### src/sv/peba_pkg.sv
package peba_pkg;

  // field widths fixed by the item formats
  localparam int IDX_W      = 17;
  localparam int WADDR_W    = 16;
  localparam int PIX_W      = 8;
  localparam int DIM_W      = 9;
  localparam int THR_W      = 8;
  localparam int TOTAL_W    = 2 * DIM_W;
  localparam int CFG_IDX_W  = 2;
  localparam int CFG_DATA_W = 9;

  // restoring divider, one quotient bit per step
  localparam int DIV_STEPS = IDX_W;
  localparam int DIV_CNT_W = $clog2(DIV_STEPS + 1);

  localparam logic [DIM_W-1:0] ROWS_RST   = 9'd256;
  localparam logic [DIM_W-1:0] COLS_RST   = 9'd256;
  localparam logic [THR_W-1:0] THRESH_RST = 8'd127;

  localparam logic REQ_WRITE = 1'b0;
  localparam logic REQ_QUERY = 1'b1;

  typedef enum logic [CFG_IDX_W-1:0] {
    CFG_ROWS   = 2'd0,
    CFG_COLS   = 2'd1,
    CFG_THRESH = 2'd2
  } cfg_idx_e;

  typedef enum logic [2:0] {
    S_IDLE,
    S_CHECK,
    S_DIV_A,
    S_DIV_B,
    S_BASE,
    S_SCAN,
    S_DRAIN
  } state_e;

  // order in which the box sides are walked
  typedef enum logic [1:0] {
    L_TOP,
    L_RIGHT,
    L_LEFT,
    L_BOTTOM
  } line_e;

  typedef struct packed {
    logic               req_type;
    logic [WADDR_W-1:0] write_address;
    logic [PIX_W-1:0]   pixel_magnitude;
    logic [IDX_W-1:0]   first_index;
    logic [IDX_W-1:0]   second_index;
  } req_t;

  typedef struct packed {
    logic             full_affinity;
    logic [PIX_W-1:0] peak_magnitude;
    logic             index_error;
  } res_t;

endpackage

### src/sv/peba_div.sv
module peba_div (
  input  logic                          clk_i,
  input  logic                          rst_ni,
  input  logic                          start_i,
  input  logic [peba_pkg::IDX_W-1:0]    dividend_i,
  input  logic [peba_pkg::DIM_W-1:0]    divisor_i,
  output logic                          done_o,
  output logic [peba_pkg::IDX_W-1:0]    quot_o,
  output logic [peba_pkg::DIM_W-1:0]    rem_o
);
  import peba_pkg::*;

  logic [DIM_W-1:0]     rem_q, rem_d;
  logic [DIM_W-1:0]     dvs_q, dvs_d;
  logic [IDX_W-1:0]     quot_q, quot_d;
  logic [DIV_CNT_W-1:0] cnt_q, cnt_d;
  logic                 run_q, run_d;
  logic                 done_q, done_d;
  logic [DIM_W:0]       trial;
  logic                 fits;

  always_comb begin
    trial  = {rem_q, quot_q[IDX_W-1]};
    fits   = (trial >= {1'b0, dvs_q});
    rem_d  = rem_q;
    dvs_d  = dvs_q;
    quot_d = quot_q;
    cnt_d  = cnt_q;
    run_d  = run_q;
    done_d = 1'b0;
    if (start_i) begin
      rem_d  = '0;
      quot_d = dividend_i;
      dvs_d  = divisor_i;
      cnt_d  = DIV_CNT_W'(DIV_STEPS);
      run_d  = 1'b1;
    end else if (run_q) begin
      // shift in next dividend bit, subtract when it fits
      rem_d  = fits ? DIM_W'(trial - {1'b0, dvs_q}) : trial[DIM_W-1:0];
      quot_d = {quot_q[IDX_W-2:0], fits};
      cnt_d  = cnt_q - 1'b1;
      if (cnt_q == DIV_CNT_W'(1)) begin
        run_d  = 1'b0;
        done_d = 1'b1;
      end
    end
  end

  always_ff @(posedge clk_i or negedge rst_ni) begin
    if (!rst_ni) begin
      cnt_q  <= '0;
      run_q  <= 1'b0;
      done_q <= 1'b0;
    end else begin
      cnt_q  <= cnt_d;
      run_q  <= run_d;
      done_q <= done_d;
    end
  end

  always_ff @(posedge clk_i) begin
    rem_q  <= rem_d;
    dvs_q  <= dvs_d;
    quot_q <= quot_d;
  end

  assign done_o = done_q;
  assign quot_o = quot_q;
  assign rem_o  = rem_q;

endmodule

### config.mk
export PLATFORM = sky130hd
export DESIGN_NAME = peba_div
export DESIGN_NICKNAME = d
export VERILOG_FILES = /design/src/sv/peba_pkg.sv /design/src/sv/peba_div.sv
export SDC_FILE = /design/constraint.sdc
export NUM_CORES = 1
export LEC_CHECK = 0
export BUFFER_PORTS_ARGS = -buffer_cell sky130_fd_sc_hd__buf_2
export CAP_MARGIN = 20
export CORE_ASPECT_RATIO = 0.6
export CORE_UTILIZATION = 55
export CTS_BUF_LIST = sky130_fd_sc_hd__clkbuf_8
export DETAILED_ROUTE_END_ITERATION = 8
export PLACE_DENSITY_LB_ADDON = 0.3
export SYNTH_ARGS = -nofsm -noshare
export SYNTH_HDL_FRONTEND = slang
export SYNTH_SLANG_ARGS = --single-unit
### constraint.sdc
create_clock -name clk_i -period 3.1 [get_ports clk_i]
set_input_delay 0.31 -clock clk_i [delete_from_list [all_inputs] [get_ports clk_i]]
set_output_delay 0.31 -clock clk_i [all_outputs]
set_load 0.005 [all_outputs]
### Word-level counts from Yosys, hierarchy flattened

Cells that the tools add are included.

* input port bits: 29
* output and inout bits: 27
* logic and storage cells: 22
* bits in registers: 42

* reductions and logical operators: 1
* equality and inequality tests: 1
* $add $sub $neg: 2
* magnitude comparators: 1
* multiplexer cells: 11

Operators by type and width (number)
* $mux 17: 2
* $ge 10x9->1: 1
* $mux 5: 2
* $mux 9: 1
* $sub 9x9->9: 1
* $mux 1: 6
* $eq 5x1->1 const B: 1
* $sub 5x1->5 const B: 1
* $reduce_bool 2->1: 1

### Depth between registers and ports, before layout

Gate-level depths: netlist (run 1).

* depth in word-level cells: 4
* mapped depth: 9
* gate-level depth less buffers: 9

### Worst setup path before layout (run 1)

Ideal clock, no wire load.

* path kind: register to register
* start point: register quot_q[16] (netlist: quot_o[16])
* end point: register quot_q[0] (netlist: quot_o[0]), data pin
* path buffers: 0
* cell stages (with the launch flop): 9
* arrival time: 2.108 ns
* setup time: 0.260 ns
* required time: 2.840 ns
* slack: 0.732 ns
* period minus slack after synthesis: 2.368 ns
* path through: edfxtp_1 inv_1 ha_1 inv_1 fa_1 a211oi_1 o21a_1 o211ai_4 mux2_2

* word-level cells in the longest chain between the ends: 3

Ends and longest elaborated chain
* start, declared: RTL line peba_div.sv:15 `logic [IDX_W-1:0] quot_q, quot_d;`
* start signal, assigned: RTL line peba_div.sv:64 `quot_q <= quot_d;`
* $ge 10x9->1: RTL line peba_div.sv:24 `fits = (trial >= {1'b0, dvs_q});`
* $mux 17: RTL line peba_div.sv:37 `end else if (run_q) begin`
* $mux 17: RTL line peba_div.sv:31 `if (start_i) begin`
* via quot_d[0]: RTL line peba_div.sv:15

The timed path passes the listed nets, and every way through them passes these cells. The select of a mux whose other input is x is not followed.
A chain may end at the register's enable or synchronous reset.

### Final worst setup path (run 1)

* start point: register quot_q[16] (netlist: quot_o[16])
* end point: register rem_q[5] (netlist: rem_o[5])

* word-level cells in the longest chain between the ends: 2
* elaborated cells between the ends (all ways): 3
* classes of those cells: add/sub (1); order compare (1); mux (1)

Ends and longest elaborated chain
* $sub 9x9->9 / $ge 10x9->1 (equally long branches): RTL line peba_div.sv:39, peba_div.sv:24
* $mux 9 (*): RTL line peba_div.sv:39 `rem_d = fits ? DIM_W'(trial - {1'b0, dvs_q}) : trial[DIM_W-1:0];`
* end signal, assigned: RTL line peba_div.sv:62 `rem_q <= rem_d;`
* end, declared: RTL line peba_div.sv:13 `logic [DIM_W-1:0] rem_q, rem_d;`

Every way passes the cells marked *; elsewhere a longest branch is shown, timed or not.

==> results.sh, run 1 <==
export IMPL_hpwl_um=3370
export IMPL_finalMaxSlewViolations=0
export IMPL_place_gp_congestion=0.820
export IMPL_syn_avg_cell_area_um2=12.1
export IMPL_cp_required_ns=3.29
export IMPL_start_util=0.590
export IMPL_yosysSeqAreaShare=0.515
export IMPL_antenna_cells=0
export IMPL_clk_pin_slew_ns=0.08
export IMPL_synthToLayoutAreaGrowth_pct=20.0
export IMPL_path_cells="inv_1 -> ha_1 -> inv_1 -> fa_1 -> a211oi_1 -> o21a_1 -> o211a_1 -> nand2_1 -> a311oi_1"
export IMPL_clkSinkCount=42
export IMPL_peakVddDrop_uv=450
export IMPL_yosysUniqueCellTypes=43
export IMPL_dieWidth_um=83.8
export IMPL_grt_setup_unrepaired="false"
export IMPL_worstSetupPathType="reg2reg"
export IMPL_synth_edff_count=26
export IMPL_ys_seq_elements=42
export IMPL_r2r_slack_ns=0.46
export IMPL_cts_root_buf="clkbuf_8"
export IMPL_final_layout_size_suffix_gt1_frac=0.365
export IMPL_grt_use_met2=0.332
export IMPL_numCtsBuffers=5
export IMPL_critPathMaxStageDelay_ns=0.43
export IMPL_synth_cells=183
export IMPL_period_needed_ns=2.64
export IMPL_status="finished clean"
export IMPL_max_freq_mhz=378
export IMPL_timing_setup_tns_ns=0
export IMPL_rows=17
export IMPL_synth_flop_cell="edfxtp_1"
export IMPL_antenna_found_initial=0
export IMPL_wire_per_inst_um=16.2
export IMPL_htree_levels=2
export IMPL_met3_usage=0.0759
export IMPL_antenna_left=0
export IMPL_clk_latency_ns=0.30
export IMPL_tightest_slew_ns=0.626
export IMPL_skew_ns=0.00529
export IMPL_grt_pass1_wl_um=7710
export IMPL_grtUsageMet1=0.358
export IMPL_grt_max_degree=31
export IMPL_p_leak_nw=1.16
export IMPL_grt_usage=0.240
export IMPL_syn_area_mm2=0.00221
export IMPL_setup_viol_count_final=0
export IMPL_drc=0
export IMPL_cap_violations=0
export IMPL_crit_top_cell="inv_1"
export IMPL_hold_viol=0
export IMPL_postLayoutCoreUtil=0.708
export IMPL_ys_warn_count=0
export IMPL_finalCritPeriodShare=0.852
export IMPL_tritoncts="built"
export IMPL_vias_per_cell=5.57
export IMPL_cp_start_kind="flip-flop"
export IMPL_grt_pass1_vias=1528
export IMPL_ios=56
export IMPL_crit_fanout=5
export IMPL_cp_buffers_inverters=2
export IMPL_wirelength_um=4670
export IMPL_vias=1605
export IMPL_core_mm2=0.00374
export IMPL_synthesis_nets=224
export IMPL_end_kind="flip-flop"
export IMPL_power_density_mw_per_mm2=755
export IMPL_crit_family="compound AO/OA/AOI/OAI gates"
export IMPL_die_area_mm2=0.00428
export IMPL_async_flop_share=0.167
export IMPL_slew_headroom=0.582
export IMPL_first_iter_violations=122
export IMPL_first_pass_iters=4
export IMPL_crit_slowest_cell="edfxtp_1"
export IMPL_nets=281
export IMPL_hp_class="in2reg"
export IMPL_holdWs_ns=0.185
export IMPL_port_buffers=55
export IMPL_worstPathArrival_ns=2.83
export IMPL_top_usage_layer="met1"
export IMPL_die_y_um=51.1
export IMPL_cts_buffer_depth=2
export IMPL_overflow=0
-- kinds of logic after synthesis --
logic type | share of synthesized area
buffers and inverters | 0.0397
muxes | 0.109
xor gates and xnor gates | 0.0317
adders and majority gates | 0.0714
DFF | 0.515
and+or+nand+nor | 0.115
AOI/OAI and AO/OA | 0.118
-- layer usage --
metal  part of all wire  wire length, um
met2               0.41             1910
met4              0.016               76
met1               0.50             2350
met5                  0                0
met3              0.071              331
-- final cells by class --
cell class	count	area, um2
timing repair buffer	58	300
fill	258	1090
sequential	42	1140
tap	47	58.8
clock inverter	3	45.0
multi-input combinational	118	983
clock buffer	5	68.8
inverter	15	56.3
-- cells in the final DEF (no fill, tap or decap), types with 2 or more instances in the layout --
cell type,count
nor4b_1,2
mux2i_1,5
nand2b_1,5
nand2_1,7
a311oi_1,4
a21oi_1,8
dfxtp_1,9
a211oi_1,6
nor2_1,13
a21o_1,2
nor3b_1,2
clkbuf_8,5
clkinvlp_4,2
o211a_1,2
buf_4,2
edfxtp_1,26
mux2_2,17
nand3_1,4
xor2_1,4
ha_1,11
o211ai_1,3
dfrtp_1,7
xnor2_1,4
buf_2,55
inv_1,15
-- per-stage QoR --
| step | std cells | power [W] | worst slack (ns) | cell area (um2) |
|---|---|---|---|---|
| after global placement | 279 | 0.00153 | 0.637 | 2520 |
| after floorplan | 183 | 0.00132 | 0.732 | 2210 |
| after CTS | 288 | 0.00200 | 0.469 | 2650 |
| after global routing | 288 | 0.00212 | 0.253 | 2650 |
| final | 288 | 0.00200 | 0.458 | 2650 |
| after detailed placement | 279 | 0.00156 | 0.522 | 2520 |
-- power breakdown --
| part | leakage (nW) | switching, W | internal [W] |
|---|---|---|---|
| Clock | 0.0504 | 0.000197 | 0.000240 |
| Combinational | 0.683 | 0.000376 | 0.000339 |
| Sequential | 0.426 | 0.000109 | 0.000740 |
| Total | 1.16 | 0.000682 | 0.00132 |
-- synth_stat cells, types with 5 or more instances --
library cell | instances | area (um2)
a21oi_1 | 8 | 40.0
ha_1 | 11 | 138
a211oi_1 | 6 | 45.0
nand2_1 | 7 | 26.3
mux2_2 | 17 | 191
mux2i_1 | 5 | 50.1
clkbuf_1 | 6 | 22.5
nor2_1 | 13 | 48.8
inv_1 | 15 | 56.3
nand2b_1 | 5 | 31.3
dfxtp_1 | 9 | 180
dfrtp_1 | 7 | 175
edfxtp_1 | 26 | 781
-- flip-flops by register name (all words and copies together) (netlist names) --
| signal | cells |
|---|---|
| dvs_q | 9 |
| rem_o | 9 |
| done_o | 1 |
| run_q | 1 |
| quot_o | 17 |
| cnt_q | 5 |
-- path summary, 6_finish.rpt --
path / from / endpoint / depth (start not counted)
setup / recovery: quot_o[16] / rem_o[5] / 9
hold / removal: divisor_i[1] / dvs_q[1] / 1
setup reg to reg: quot_o[16] / rem_o[5] / 9
hold reg to reg: rem_o[6] / rem_o[6] / 2
max in group asynchronous: rst_ni / cnt_q[3] / 2
min in group asynchronous: rst_ni / cnt_q[1] / 2
-- what timing repair did --
action,CTS,global route
hold buffers,1,0
gates resized for setup,0,0
setup buffers,0,0
endpoints found under the hold margin,7,0
Note: power is estimated with default switching activity, not from simulation.
==> run 2: changes to the inputs <==
--- a/config.mk
+++ b/config.mk
@@ -5,6 +5,7 @@
 export SDC_FILE = /design/constraint.sdc
 export NUM_CORES = 1
 export LEC_CHECK = 0
+export ABC_AREA = 1
 export BUFFER_PORTS_ARGS = -buffer_cell sky130_fd_sc_hd__buf_2
 export CAP_MARGIN = 20
 export CORE_ASPECT_RATIO = 0.6
==> constraint.sdc (replaced) <==
create_clock -name clk_i -period 3.1 [get_ports clk_i]
set_input_delay 0.465 -clock clk_i [delete_from_list [all_inputs] [get_ports clk_i]]
set_output_delay 0.465 -clock clk_i [all_outputs]
set_load 0.005 [all_outputs]
==> results.sh, run 2 <==
export IMPL_hold_path_startpoint="divisor_i[5]"
export IMPL_cts_resized=0
export IMPL_clockPowerShare=0.222
export IMPL_crit_slowest_cell="fa_1"
export IMPL_synth_most_common_cell="nand2_1"
export IMPL_layout_common_cells="nand2_1 (112), buf_2 (55), inv_1 (43), edfxtp_1 (26), nand3_1 (24)"
export IMPL_crit_top_cell="nand2_1"
export IMPL_r2r_start="quot_o[16]"
export IMPL_timing_setup_tns_ns=0
export IMPL_power_density_mw_per_mm2=846
export IMPL_hold_viol=0
export IMPL_seq_power_share=0.362
export IMPL_die_area_mm2=0.00443
export IMPL_peakVddDrop_uv=491
export IMPL_whs_endpoint="dvs_q[5]"
export IMPL_rows=17
export IMPL_status="finished clean"
export IMPL_start_util=0.598
export IMPL_finalCritPeriodShare=0.677
export IMPL_cap_violations=0
export IMPL_synthDominantCellAreaShare=0.341
export IMPL_cts_buffer_depth=2
export IMPL_worstSetupPathType="reg2reg"
export IMPL_synthToLayoutAreaGrowth_pct=19.0
export IMPL_finalMaxSlewViolations=0
export IMPL_netlist_top_cells_area="edfxtp_1 (34%), nand2_1 (18%), dfxtp_1 (7.9%)"
export IMPL_wire_per_inst_um=13.5
export IMPL_crit_fanout=11
export IMPL_p_sw_w=0.000880
export IMPL_nets=381
export IMPL_path_cells="inv_1 -> ha_1 -> inv_1 -> fa_1 -> nand4_1 -> nand2_1 -> nand2_2 -> nand2_2 -> nand2_1 -> nand3_1 -> nand2_1"
export IMPL_synth_edff_count=26
export IMPL_async_flop_share=0.167
export IMPL_comb_power_share=0.416
export IMPL_power_w=0.00231
export IMPL_period_needed_ns=2.10
export IMPL_slew_headroom=0.471
export IMPL_skew_ns=0.00969
export IMPL_ios=56
export IMPL_place_area_mm2=0.00258
export IMPL_intPower_w=0.00143
export IMPL_syn_area_mm2=0.00229
export IMPL_postLayoutCoreUtil=0.711
export IMPL_yosysUniqueCellTypes=25
export IMPL_vias_per_cell=5.11
export IMPL_grt_setup_unrepaired="false"
export IMPL_die_y_um=52.0
export IMPL_wirelength_um=5250
export IMPL_crit_family="simple AND/OR/NAND/NOR gates"
export IMPL_largest_register_ffs=17
export IMPL_antenna_cells=0
export IMPL_hold_path_depth=1
export IMPL_synthesis_nets=325
export IMPL_drc=0
export IMPL_numCtsBuffers=5
export IMPL_p_sw_frac=0.382
export IMPL_syn_avg_cell_area_um2=8.06
export IMPL_r2r_end="rem_o[7]"
export IMPL_overflow=0
export IMPL_postCtsSetupBuffers=0
export IMPL_synth_flop_cell="edfxtp_1"
export IMPL_synth_cells=284
export IMPL_worstPathArrival_ns=2.34
export IMPL_yosysSeqAreaShare=0.496
export IMPL_first_iter_violations=163
export IMPL_clkSinkCount=42
export IMPL_grt_max_degree=31
export IMPL_tritoncts="built"
export IMPL_grt_usage=0.255
export IMPL_final_layout_size_suffix_gt1_frac=0.211
export IMPL_cts_root_buf="clkbuf_8"
export IMPL_core_mm2=0.00383
export IMPL_first_pass_iters=7
export IMPL_cp_required_ns=3.34
export IMPL_hp_class="in2reg"
export IMPL_dieWidth_um=85.3
export IMPL_vias=1983
export IMPL_layout_commonest_cell="nand2_1"
export IMPL_p_leak_nw=1.51
export IMPL_antenna_found_initial=0
export IMPL_fin_area_mm2=0.00272
export IMPL_cp_buffers_inverters=2
export IMPL_critPathMaxStageDelay_ns=0.43
export IMPL_tightest_slew_ns=0.790
export IMPL_ys_seq_elements=42
export IMPL_grt_pass1_vias=1757
export IMPL_setup_slack_ns=1.00
export IMPL_cp_start_kind="flip-flop"
export IMPL_pre_cts_slack_ns=0.957
export IMPL_hpwl_um=3770
export IMPL_port_buffers=55
export IMPL_ys_warn_count=0
export IMPL_setup_viol_count_final=0
export IMPL_r2r_cells=11
export IMPL_yosys_area_top_type="edfxtp_1"
export IMPL_clk_pin_slew_ns=0.08
export IMPL_max_freq_mhz=476
export IMPL_antenna_left=0
export IMPL_r2r_slack_ns=1.00
export IMPL_ys_top_cells_by_count="nand2_1 (112), inv_1 (43), edfxtp_1 (26), nand3_1 (24), nor2_1 (13)"
export IMPL_place_gp_congestion=0.885
export IMPL_grt_pass1_wl_um=8310
export IMPL_clk_latency_ns=0.30
export IMPL_htree_levels=2
export IMPL_end_kind="flip-flop"
==> run 2: through the flow <==
stage	hold WS, ns	cells
global placement	0.307	379
global route	0.320	388
finish	0.338	388
detailed placement	0.312	379
floorplan	0.169	284
CTS	0.334	388
==> run 2: what timing repair did <==
| action | in CTS | in global routing |
|---|---|---|
| setup endpoints to repair | 0 | 0 |
| hold buffers | 1 | 0 |
| endpoints found under the hold margin | 7 | 0 |
==> run 2: worst max-delay path by stage <==
| stage | depth (start not counted) | startpoint | slack, ns | to |
|---|---|---|---|---|
| detailed placement | 4 | start_i | 0.96 | cnt_q[1] |
| finish | 11 | quot_o[16] | 1.00 | rem_o[7] |
| floorplan | 9 | quot_o[16] | 1.28 | quot_o[0] |
| global placement | 3 | start_i | 1.03 | quot_o[2] |
| global route | 11 | quot_o[16] | 0.81 | rem_o[7] |
| CTS | 11 | quot_o[16] | 1.01 | rem_o[7] |
==> run 2: cells by family (layout without fill, tap and decap cells) <==
logic type / Yosys count / count (layout) / share of synthesized area
buffers and inverters: 51 / 108 / 0.0923
AND/OR/NAND/NOR: 164 / 164 / 0.304
AO/OA/AOI/OAI: 12 / 12 / 0.0273
flip-flops: 42 / 42 / 0.496
adder cells (fa/ha/maj): 12 / 12 / 0.0689
XOR/XNOR: 3 / 3 / 0.0115
==> run 2: power by group through the flow <==
| stage | clock [W] | sequential [W] | combinational [W] |
|---|---|---|---|
| 3_5_place_dp | 0 | 0.000841 | 0.000935 |
| 2_1_floorplan | 0 | 0.000828 | 0.000700 |
| 5_1_grt | 0.000535 | 0.000851 | 0.00108 |
| 4_1_cts | 0.000516 | 0.000832 | 0.000948 |
| 3_3_place_gp | 0 | 0.000839 | 0.000917 |
| 6_report | 0.000512 | 0.000833 | 0.000960 |
==> run 2: cell type report <==
type / count / area (um2)
clock buffer: 5 / 68.8
clock inverter: 3 / 63.8
fill: 322 / 1100
inverter: 43 / 161
multi-input combinational: 191 / 942
sequential: 42 / 1140
tap: 47 / 58.8
timing repair buffer: 57 / 293
==> run 2: metal layers <==
| layer | up-vias | GRT usage | part of all wire |
|---|---|---|---|
| li1 | 1000 | - | - |
| met1 | 917 | 0.365 | 0.51 |
| met2 | 60 | 0.388 | 0.43 |
| met3 | 6 | 0.0540 | 0.052 |
| met4 | 0 | 0.0833 | 0.0084 |
| met5 | - | 0 | 0 |
